$ cat src/lr_pkg.sv
package lr_pkg;

    localparam int CFG_W      = 12;
    localparam int CFG_ADDR_W = 1;
    localparam int COLOR_W    = 24;

    localparam logic [CFG_W-1:0] WIDTH_RESET  = 12'd1024;
    localparam logic [CFG_W-1:0] HEIGHT_RESET = 12'd768;

    typedef enum logic [CFG_ADDR_W-1:0] {
        REG_IMAGE_WIDTH  = 1'b0,
        REG_IMAGE_HEIGHT = 1'b1
    } reg_idx_t;

    typedef enum logic {
        FUNC_START = 1'b0,
        FUNC_STEP  = 1'b1
    } func_t;

endpackage

$ cat src/lr_setup.sv
// Line setup: pick the major axis, order the endpoints, derive deltas and
// the initial error term.
module lr_setup #(
    parameter int COORD_BITS = 12
) (
    input  logic signed [COORD_BITS-1:0] x_start,
    input  logic signed [COORD_BITS-1:0] y_start,
    input  logic signed [COORD_BITS-1:0] x_end,
    input  logic signed [COORD_BITS-1:0] y_end,
    output logic                         steep,
    output logic                         minor_dir,
    output logic signed [COORD_BITS-1:0] start_major,
    output logic signed [COORD_BITS-1:0] start_minor,
    output logic signed [COORD_BITS-1:0] end_major,
    output logic        [COORD_BITS:0]   delta_major,
    output logic        [COORD_BITS:0]   delta_minor,
    output logic signed [COORD_BITS+2:0] error_init
);

    localparam int C = COORD_BITS;

    logic signed [C:0]   dx;
    logic signed [C:0]   dy;
    logic        [C:0]   adx;
    logic        [C:0]   ady;
    logic signed [C-1:0] ma;
    logic signed [C-1:0] na;
    logic signed [C-1:0] mb;
    logic signed [C-1:0] nb;
    logic                swap;
    logic signed [C:0]   dn;
    logic signed [C:0]   dm;

    always_comb
    begin
        dx  = {x_end[C-1], x_end} - {x_start[C-1], x_start};
        dy  = {y_end[C-1], y_end} - {y_start[C-1], y_start};
        adx = dx[C] ? (C+1)'(-dx) : dx;
        ady = dy[C] ? (C+1)'(-dy) : dy;
        steep = !(ady < adx);

        if (steep)
        begin
            ma = y_start;
            na = x_start;
            mb = y_end;
            nb = x_end;
        end
        else
        begin
            ma = x_start;
            na = y_start;
            mb = x_end;
            nb = y_end;
        end

        // walk the major axis upward
        swap        = ma > mb;
        start_major = swap ? mb : ma;
        end_major   = swap ? ma : mb;
        start_minor = swap ? nb : na;

        dn = swap ? ({na[C-1], na} - {nb[C-1], nb}) : ({nb[C-1], nb} - {na[C-1], na});
        dm = {end_major[C-1], end_major} - {start_major[C-1], start_major};

        minor_dir   = dn[C];
        delta_minor = dn[C] ? (C+1)'(-dn) : dn;
        delta_major = dm;
        error_init  = $signed({1'b0, delta_minor, 1'b0}) - $signed({2'b00, delta_major});
    end

endmodule

$ cat src/lr_stepper.sv
// Line state and output register. One step item per cycle, while the output is
// not stalled, emits the current pixel and, short of the end point, advances the error term.
module lr_stepper #(
    parameter int COORD_BITS = 12
) (
    input  logic                         clk,
    input  logic                         rst_n,
    input  logic                         in_valid,
    input  lr_pkg::func_t                in_func,
    input  logic [lr_pkg::COLOR_W-1:0]   in_color,
    input  logic                         set_steep,
    input  logic                         set_minor_dir,
    input  logic signed [COORD_BITS-1:0] set_start_major,
    input  logic signed [COORD_BITS-1:0] set_start_minor,
    input  logic signed [COORD_BITS-1:0] set_end_major,
    input  logic        [COORD_BITS:0]   set_delta_major,
    input  logic        [COORD_BITS:0]   set_delta_minor,
    input  logic signed [COORD_BITS+2:0] set_error_init,
    input  logic [lr_pkg::CFG_W-1:0]     image_width,
    input  logic [lr_pkg::CFG_W-1:0]     image_height,
    output logic                         take,
    input  logic                         out_ready,
    output logic                         out_valid,
    output logic signed [COORD_BITS-1:0] pixel_x,
    output logic signed [COORD_BITS-1:0] pixel_y,
    output logic [lr_pkg::COLOR_W-1:0]   pixel_color,
    output logic                         inside_res,
    output logic                         last
);

    localparam int C    = COORD_BITS;
    localparam int EW   = C + 3;
    localparam int CMPW = (C > lr_pkg::CFG_W) ? C : lr_pkg::CFG_W;

    logic                          active_reg, active_next;
    logic                          steep_reg;
    logic                          minor_dir_reg;
    logic signed [C-1:0]           cur_major_reg;
    logic signed [C-1:0]           cur_minor_reg;
    logic signed [C-1:0]           end_major_reg;
    logic        [C:0]             delta_major_reg;
    logic        [C:0]             delta_minor_reg;
    logic signed [EW-1:0]          error_reg;
    logic [lr_pkg::COLOR_W-1:0]    color_reg;
    logic                          out_valid_reg, out_valid_next;
    logic signed [C-1:0]           px_reg;
    logic signed [C-1:0]           py_reg;
    logic [lr_pkg::COLOR_W-1:0]    pcolor_reg;
    logic                          inside_reg;
    logic                          last_reg;

    logic                          do_start;
    logic                          do_step;
    logic signed [C-1:0]           px;
    logic signed [C-1:0]           py;
    logic                          fin;
    logic                          in_image;
    logic signed [EW-1:0]          err_up;
    logic signed [EW-1:0]          err_flat;

    always_comb
    begin
        take     = !out_valid_reg || out_ready;
        do_start = in_valid && take && (in_func == lr_pkg::FUNC_START);
        do_step  = in_valid && take && (in_func == lr_pkg::FUNC_STEP) && active_reg;

        px  = steep_reg ? cur_minor_reg : cur_major_reg;
        py  = steep_reg ? cur_major_reg : cur_minor_reg;
        fin = cur_major_reg >= end_major_reg;
        in_image = !px[C-1] && !py[C-1]
                && (CMPW'(px[C-2:0]) < CMPW'(image_width))
                && (CMPW'(py[C-2:0]) < CMPW'(image_height));

        err_up   = $signed({1'b0, delta_minor_reg, 1'b0}) - $signed({1'b0, delta_major_reg, 1'b0});
        err_flat = $signed({1'b0, delta_minor_reg, 1'b0});

        active_next = active_reg;
        if (do_start)
            active_next = 1'b1;
        else if (do_step && fin)
            active_next = 1'b0;

        out_valid_next = take ? do_step : out_valid_reg;
    end

    always_ff @(posedge clk or negedge rst_n)
    begin
        if (!rst_n)
        begin
            active_reg      <= 1'b0;
            steep_reg       <= 1'b0;
            minor_dir_reg   <= 1'b0;
            cur_major_reg   <= '0;
            cur_minor_reg   <= '0;
            end_major_reg   <= '0;
            delta_major_reg <= '0;
            delta_minor_reg <= '0;
            error_reg       <= '0;
            color_reg       <= '0;
            out_valid_reg   <= 1'b0;
        end
        else
        begin
            active_reg    <= active_next;
            out_valid_reg <= out_valid_next;
            if (do_start)
            begin
                steep_reg       <= set_steep;
                minor_dir_reg   <= set_minor_dir;
                cur_major_reg   <= set_start_major;
                cur_minor_reg   <= set_start_minor;
                end_major_reg   <= set_end_major;
                delta_major_reg <= set_delta_major;
                delta_minor_reg <= set_delta_minor;
                error_reg       <= set_error_init;
                color_reg       <= in_color;
            end
            else if (do_step && !fin)
            begin
                cur_major_reg <= cur_major_reg + C'(1);
                if (error_reg > 0)
                begin
                    cur_minor_reg <= minor_dir_reg ? (cur_minor_reg - C'(1))
                                                   : (cur_minor_reg + C'(1));
                    error_reg     <= error_reg + err_up;
                end
                else
                begin
                    error_reg <= error_reg + err_flat;
                end
            end
        end
    end

    // result payload
    always_ff @(posedge clk)
    begin
        if (do_step)
        begin
            px_reg     <= px;
            py_reg     <= py;
            pcolor_reg <= color_reg;
            inside_reg <= in_image;
            last_reg   <= fin;
        end
    end

    assign out_valid   = out_valid_reg;
    assign pixel_x     = px_reg;
    assign pixel_y     = py_reg;
    assign pixel_color = pcolor_reg;
    assign inside_res  = inside_reg;
    assign last        = last_reg;

endmodule

$ cat src/line_rasterizer.sv
// Bresenham line generator.
// Input stream s_*: tuser = func (0 start a line, 1 step one pixel),
// tdata = x_start, y_start, x_end, y_end, line_color. A start item loads the
// endpoints and color and emits nothing; each step item emits one pixel on
// m_*: tdata = pixel_x, pixel_y, pixel_color, tuser = inside flag, tlast on
// the final endpoint. Steps while no line is active emit nothing, and a start
// while drawing drops the current line.
// An accepted step item passes the input register, then the line state and
// output register, before its pixel shows on m_*. Throughput: one item per
// cycle while m_tready is high; the per-pixel error update is a single add and compare.
// cfg_we/cfg_addr/cfg_wdata write image_width (0) and image_height (1); write
// only while no item is in flight.
// Reset: no line active, image size 1024 x 768, both registers emptied.
// When m_tready is low the result holds; one further item waits in the input
// register and s_tready drops after that.
module line_rasterizer #(
    parameter int COORD_BITS = 12
) (
    input  logic                              clk,
    input  logic                              rst_n,
    input  logic                              cfg_we,
    input  logic [lr_pkg::CFG_ADDR_W-1:0]     cfg_addr,
    input  logic [lr_pkg::CFG_W-1:0]          cfg_wdata,
    input  logic                              s_tvalid,
    output logic                              s_tready,
    // x_start, y_start, x_end, y_end, line_color (low bits first), zero padded
    input  logic [((4*COORD_BITS+lr_pkg::COLOR_W+7)/8)*8-1:0] s_tdata,
    // func
    input  logic                              s_tuser,
    output logic                              m_tvalid,
    input  logic                              m_tready,
    // pixel_x, pixel_y, pixel_color (low bits first), zero padded
    output logic [((2*COORD_BITS+lr_pkg::COLOR_W+7)/8)*8-1:0] m_tdata,
    // inside_res
    output logic                              m_tuser,
    output logic                              m_tlast
);

    localparam int C     = COORD_BITS;
    localparam int OUT_W = ((2*C+lr_pkg::COLOR_W+7)/8)*8;

    logic                        in_valid_reg;
    lr_pkg::func_t               func_reg;
    logic signed [C-1:0]         xs_reg;
    logic signed [C-1:0]         ys_reg;
    logic signed [C-1:0]         xe_reg;
    logic signed [C-1:0]         ye_reg;
    logic [lr_pkg::COLOR_W-1:0]  color_reg;
    logic [lr_pkg::CFG_W-1:0]    width_reg;
    logic [lr_pkg::CFG_W-1:0]    height_reg;

    logic                        take;
    logic                        accept;
    logic                        set_steep;
    logic                        set_minor_dir;
    logic signed [C-1:0]         set_start_major;
    logic signed [C-1:0]         set_start_minor;
    logic signed [C-1:0]         set_end_major;
    logic        [C:0]           set_delta_major;
    logic        [C:0]           set_delta_minor;
    logic signed [C+2:0]         set_error_init;
    logic signed [C-1:0]         pixel_x;
    logic signed [C-1:0]         pixel_y;
    logic [lr_pkg::COLOR_W-1:0]  pixel_color;

    assign s_tready = !in_valid_reg || take;
    assign accept   = s_tvalid && s_tready;

    always_ff @(posedge clk or negedge rst_n)
    begin
        if (!rst_n)
        begin
            in_valid_reg <= 1'b0;
            width_reg    <= lr_pkg::WIDTH_RESET;
            height_reg   <= lr_pkg::HEIGHT_RESET;
        end
        else
        begin
            if (s_tready)
                in_valid_reg <= s_tvalid;
            if (cfg_we)
            begin
                unique case (lr_pkg::reg_idx_t'(cfg_addr))
                    lr_pkg::REG_IMAGE_WIDTH:  width_reg  <= cfg_wdata;
                    lr_pkg::REG_IMAGE_HEIGHT: height_reg <= cfg_wdata;
                    default:                  width_reg  <= width_reg;
                endcase
            end
        end
    end

    always_ff @(posedge clk)
    begin
        if (accept)
        begin
            func_reg  <= lr_pkg::func_t'(s_tuser);
            xs_reg    <= s_tdata[C-1:0];
            ys_reg    <= s_tdata[2*C-1:C];
            xe_reg    <= s_tdata[3*C-1:2*C];
            ye_reg    <= s_tdata[4*C-1:3*C];
            color_reg <= s_tdata[4*C+lr_pkg::COLOR_W-1:4*C];
        end
    end

    lr_setup #(
        .COORD_BITS (COORD_BITS)
    ) u_setup (
        .x_start     (xs_reg),
        .y_start     (ys_reg),
        .x_end       (xe_reg),
        .y_end       (ye_reg),
        .steep       (set_steep),
        .minor_dir   (set_minor_dir),
        .start_major (set_start_major),
        .start_minor (set_start_minor),
        .end_major   (set_end_major),
        .delta_major (set_delta_major),
        .delta_minor (set_delta_minor),
        .error_init  (set_error_init)
    );

    lr_stepper #(
        .COORD_BITS (COORD_BITS)
    ) u_stepper (
        .clk             (clk),
        .rst_n           (rst_n),
        .in_valid        (in_valid_reg),
        .in_func         (func_reg),
        .in_color        (color_reg),
        .set_steep       (set_steep),
        .set_minor_dir   (set_minor_dir),
        .set_start_major (set_start_major),
        .set_start_minor (set_start_minor),
        .set_end_major   (set_end_major),
        .set_delta_major (set_delta_major),
        .set_delta_minor (set_delta_minor),
        .set_error_init  (set_error_init),
        .image_width     (width_reg),
        .image_height    (height_reg),
        .take            (take),
        .out_ready       (m_tready),
        .out_valid       (m_tvalid),
        .pixel_x         (pixel_x),
        .pixel_y         (pixel_y),
        .pixel_color     (pixel_color),
        .inside_res      (m_tuser),
        .last            (m_tlast)
    );

    assign m_tdata = OUT_W'({pixel_color, pixel_y, pixel_x});

endmodule

$ cat config.mk
export PLATFORM = sky130hd
export DESIGN_NAME = line_rasterizer
export DESIGN_NICKNAME = d
export VERILOG_FILES = /design/src/lr_pkg.sv /design/src/lr_setup.sv /design/src/lr_stepper.sv /design/src/line_rasterizer.sv
export SDC_FILE = /design/constraint.sdc
export NUM_CORES = 1
export LEC_CHECK = 0
export ABC_AREA = 1
export BUFFER_PORTS_ARGS = -buffer_cell sky130_fd_sc_hd__buf_4
export CAP_MARGIN = 20
export CORE_MARGIN = 10
export CORE_UTILIZATION = 45
export CTS_CLUSTER_DIAMETER = 30
export DETAILED_ROUTE_END_ITERATION = 10
export PLACE_DENSITY_LB_ADDON = 0.3
export RECOVER_POWER = 100
export SETUP_SLACK_MARGIN = 0.02
export SLEW_MARGIN = 20
export SYNTH_ARGS = -nofsm -noshare
export SYNTH_HDL_FRONTEND = slang
export SYNTH_SLANG_ARGS = --single-unit
$ cat constraint.sdc
create_clock -name clk -period 14.9 [get_ports clk]
set_input_delay 0.745 -clock clk [delete_from_list [all_inputs] [get_ports clk]]
set_output_delay 0.745 -clock clk [all_outputs]
set_load 0.03 [all_outputs]
==> impl_metrics.py <==
metrics = {
    "grt": {
        "overflow": 0,
        "grt_pass1_vias": 15300,
        "grt_max_degree": 98,
        "grt_pass1_wl_mm": 81.9,
        "grt_usage_pct": 21.4,
        "antenna_found_initial": 1,
    },
    "worst_setup_path": {
        "arrival_ns": 12.34,
        "cp_slowest_cell": "nand2_1",
        "cp-startpoint": "xs_reg[0]",
        "endpoint_kind": "flip-flop",
        "reg2reg_from": "xs_reg[0]",
        "path_class": "flip-flop to flip-flop",
        "reg2reg_slack_ns": 3.03,
        "path_common_cell": "nand2_1",
        "path_max_fanout": 97,
        "crit_required_ns": 15.36,
        "critPathLaunchType": "flip-flop",
        "slowest_delay_ns": 1.79,
    },
    "min_path": {
        "timing.hold.worst.start": "s_tdata[56]",
        "worstHoldPathType": "primary input to flip-flop",
    },
    "sta": {
        "rsz0062_at_grt": "false",
        "slew_viol_final": 468,
        "worst_slack_ns": 3.03,
        "slew_headroom_pct": -156,
        "hold_viol": 0,
        "fin_crit_ns": 11.87,
        "post-route-period-util_pct": 79.7,
        "setup_tns_ns": 0,
        "setup_viol": 0,
        "skew_ns": 0.0424,
        "max_freq_mhz": 84.2,
        "worst_pin_slew_ns": 3.84,
    },
    "die": {
        "ios": 143,
        "die_w_um": 220,
        "core_um2": 39500,
        "die_area_um2": 48200,
        "start_util_pct": 45.3,
        "rows": 73,
        "die_height_um": 220,
    },
    "clocking": {
        "insertion_delay_ns": 0.61,
        "cts.sinks": 253,
        "hold_buffers": 0,
        "tritoncts": "built",
        "cts_setup_buffers": 0,
        "htree_levels": 2,
        "cts_buffers": 60,
        "cts_root_buffer": "clkbuf_16",
        "clkTransAtPathRegs_ns": 0.05,
        "cts.path.max_buffers": 3,
        "post_cts_resized": 0,
    },
    "placed_design": {
        "dp_cells": 2880,
        "hpwl_mm": 39.8,
        "pre_cts_slack_ns": 4.63,
        "port_buffers": 142,
        "place.gp.congestion": 0.921,
    },
    "logic_synthesis": {
        "ys_seq_area_share_pct": 38.8,
        "yosys.area.top_type": "edfxtp_1",
        "synth_seq_cells": 253,
        "post_synth_main_area_contributors": "edfxtp_1 (21%), dfrtp_1 (18%), nand2_1 (11%), ha_1 (10%), inv_1 (8.1%)",
        "yosys_warnings": 0,
        "synthArstFlopShare_pct": 51.4,
        "ys.flop_type": "dfrtp_1",
        "synth.distinct_cells": 62,
        "synth_top_area_share_pct": 20.6,
        "syn_nets": 2525,
        "netlist_area_um2": 17900,
        "synth.avg_cell_area_um2": 7.91,
        "synth_edf_count": 123,
        "synthCells": 2265,
    },
    "route": {
        "vias": 15500,
        "firstDrtPassIters": 6,
        "ant_nets": 0,
        "drc": 0,
        "wl_per_cell_um": 17.2,
        "wl_mm": 51.3,
        "drt_iter0_drc": 1245,
        "viasPerCell": 5.19,
    },
    "flow_run": {
        "cap_violations": 7,
    },
    "layout": {
        "drive_gt1_share_pct": 9.69,
        "area_growth_pct": 18.0,
        "final_cell_mix": "nand2_1 (530), inv_1 (388), o21ai_0 (235), ha_1 (148)",
        "fin_nets": 2677,
        "diodes": 0,
        "layout_commonest_cell": "nand2_1",
        "final_cells": 2992,
    },
    "outcome": {
        "status": "complete, but fails checks",
        "violations": "max-capacitance violations, max-slew violations",
    },
}
==> Yosys cell counts (all sizes together), types with 2 or more instances <==
cell type / number
or2: 7
dfrtp: 127
a22oi: 11
nand4: 19
nor2: 135
o32ai: 2
ha: 148
o211ai: 3
edfxtp: 123
xor2: 72
nor4: 7
a21oi: 129
xnor2: 16
o22ai: 4
nand3: 99
nand3b: 9
o31ai: 9
nor3: 23
inv: 394
o221ai: 3
a221oi: 4
o21bai: 10
a21o: 4
clkbuf: 44
and2: 5
buf: 17
dfstp: 3
o21ai: 241
a211oi: 3
o2111ai: 2
fa: 21
a31oi: 7
nand2: 552
mux2i: 4
==> routing by layer <==
metal  share of wire (%)  GRT usage, %
met1                  45          28.0
met2                  48          36.2
met3                 5.3          3.25
met4                 1.8          5.42
met5                   0             0
==> kinds of logic (layout without fill, tap and decap cells) <==
logic type / after synthesis / count (layout) / share of synthesized area (%)
multiplexers: 4 / 4 / 0.223
XOR/XNOR: 88 / 88 / 4.34
AND/OR/NAND/NOR: 857 / 857 / 20.5
buffers and inverters: 456 / 658 / 9.98
AO/OA/AOI/OAI: 438 / 438 / 13.5
flip-flops: 253 / 253 / 38.8
adder cells (fa/ha/maj): 169 / 169 / 12.7
==> area by class of cell <==
cell class | count | area [µm²]
tap | 525 | 657
fill | 3706 | 18400
sequential | 253 | 6950
timing repair buffer | 151 | 897
multi-input combinational | 1556 | 9150
clock inverter | 40 | 429
inverter | 395 | 1490
clock buffer | 72 | 1590
==> worst max-delay path: cells and delay by family (launching register included) <==
family	cells	cell delay, ns
and+or+nand+nor	27	5.03
AOI/OAI and AO/OA	12	2.83
adders and majority gates	6	2.06
buffers and inverters	6	1.02
DFF	1	0.40
xor gates and xnor gates	2	0.34
==> stage by stage <==
| step | hold slack [ns] | utilization (%) | instance area (µm²) |
|---|---|---|---|
| finish | 0.347 | 53.5 | 21200 |
| global route | 0.318 | 53.5 | 21200 |
| CTS | 0.163 | 54.2 | 21400 |
| detailed placement | 0.433 | 49.1 | 19400 |
| global placement | 0.430 | 49.1 | 19400 |
| floorplan | 0.425 | - | 17900 |
==> worst paths after layout <==
kind	to	cells after the start
setup / recovery	u_stepper.error_reg[14]	53
hold / removal	color_reg[8]	1
setup reg to reg	u_stepper.error_reg[14]	53
hold reg to reg	u_stepper.color_reg[21]	2
max in group asynchronous	u_stepper.color_reg[16]	2
min in group asynchronous	height_reg[6]	1
Power is left out: the tool's default activity adds up to more than one toggle a clock period on the data nets, which glitch-free logic cannot reach.
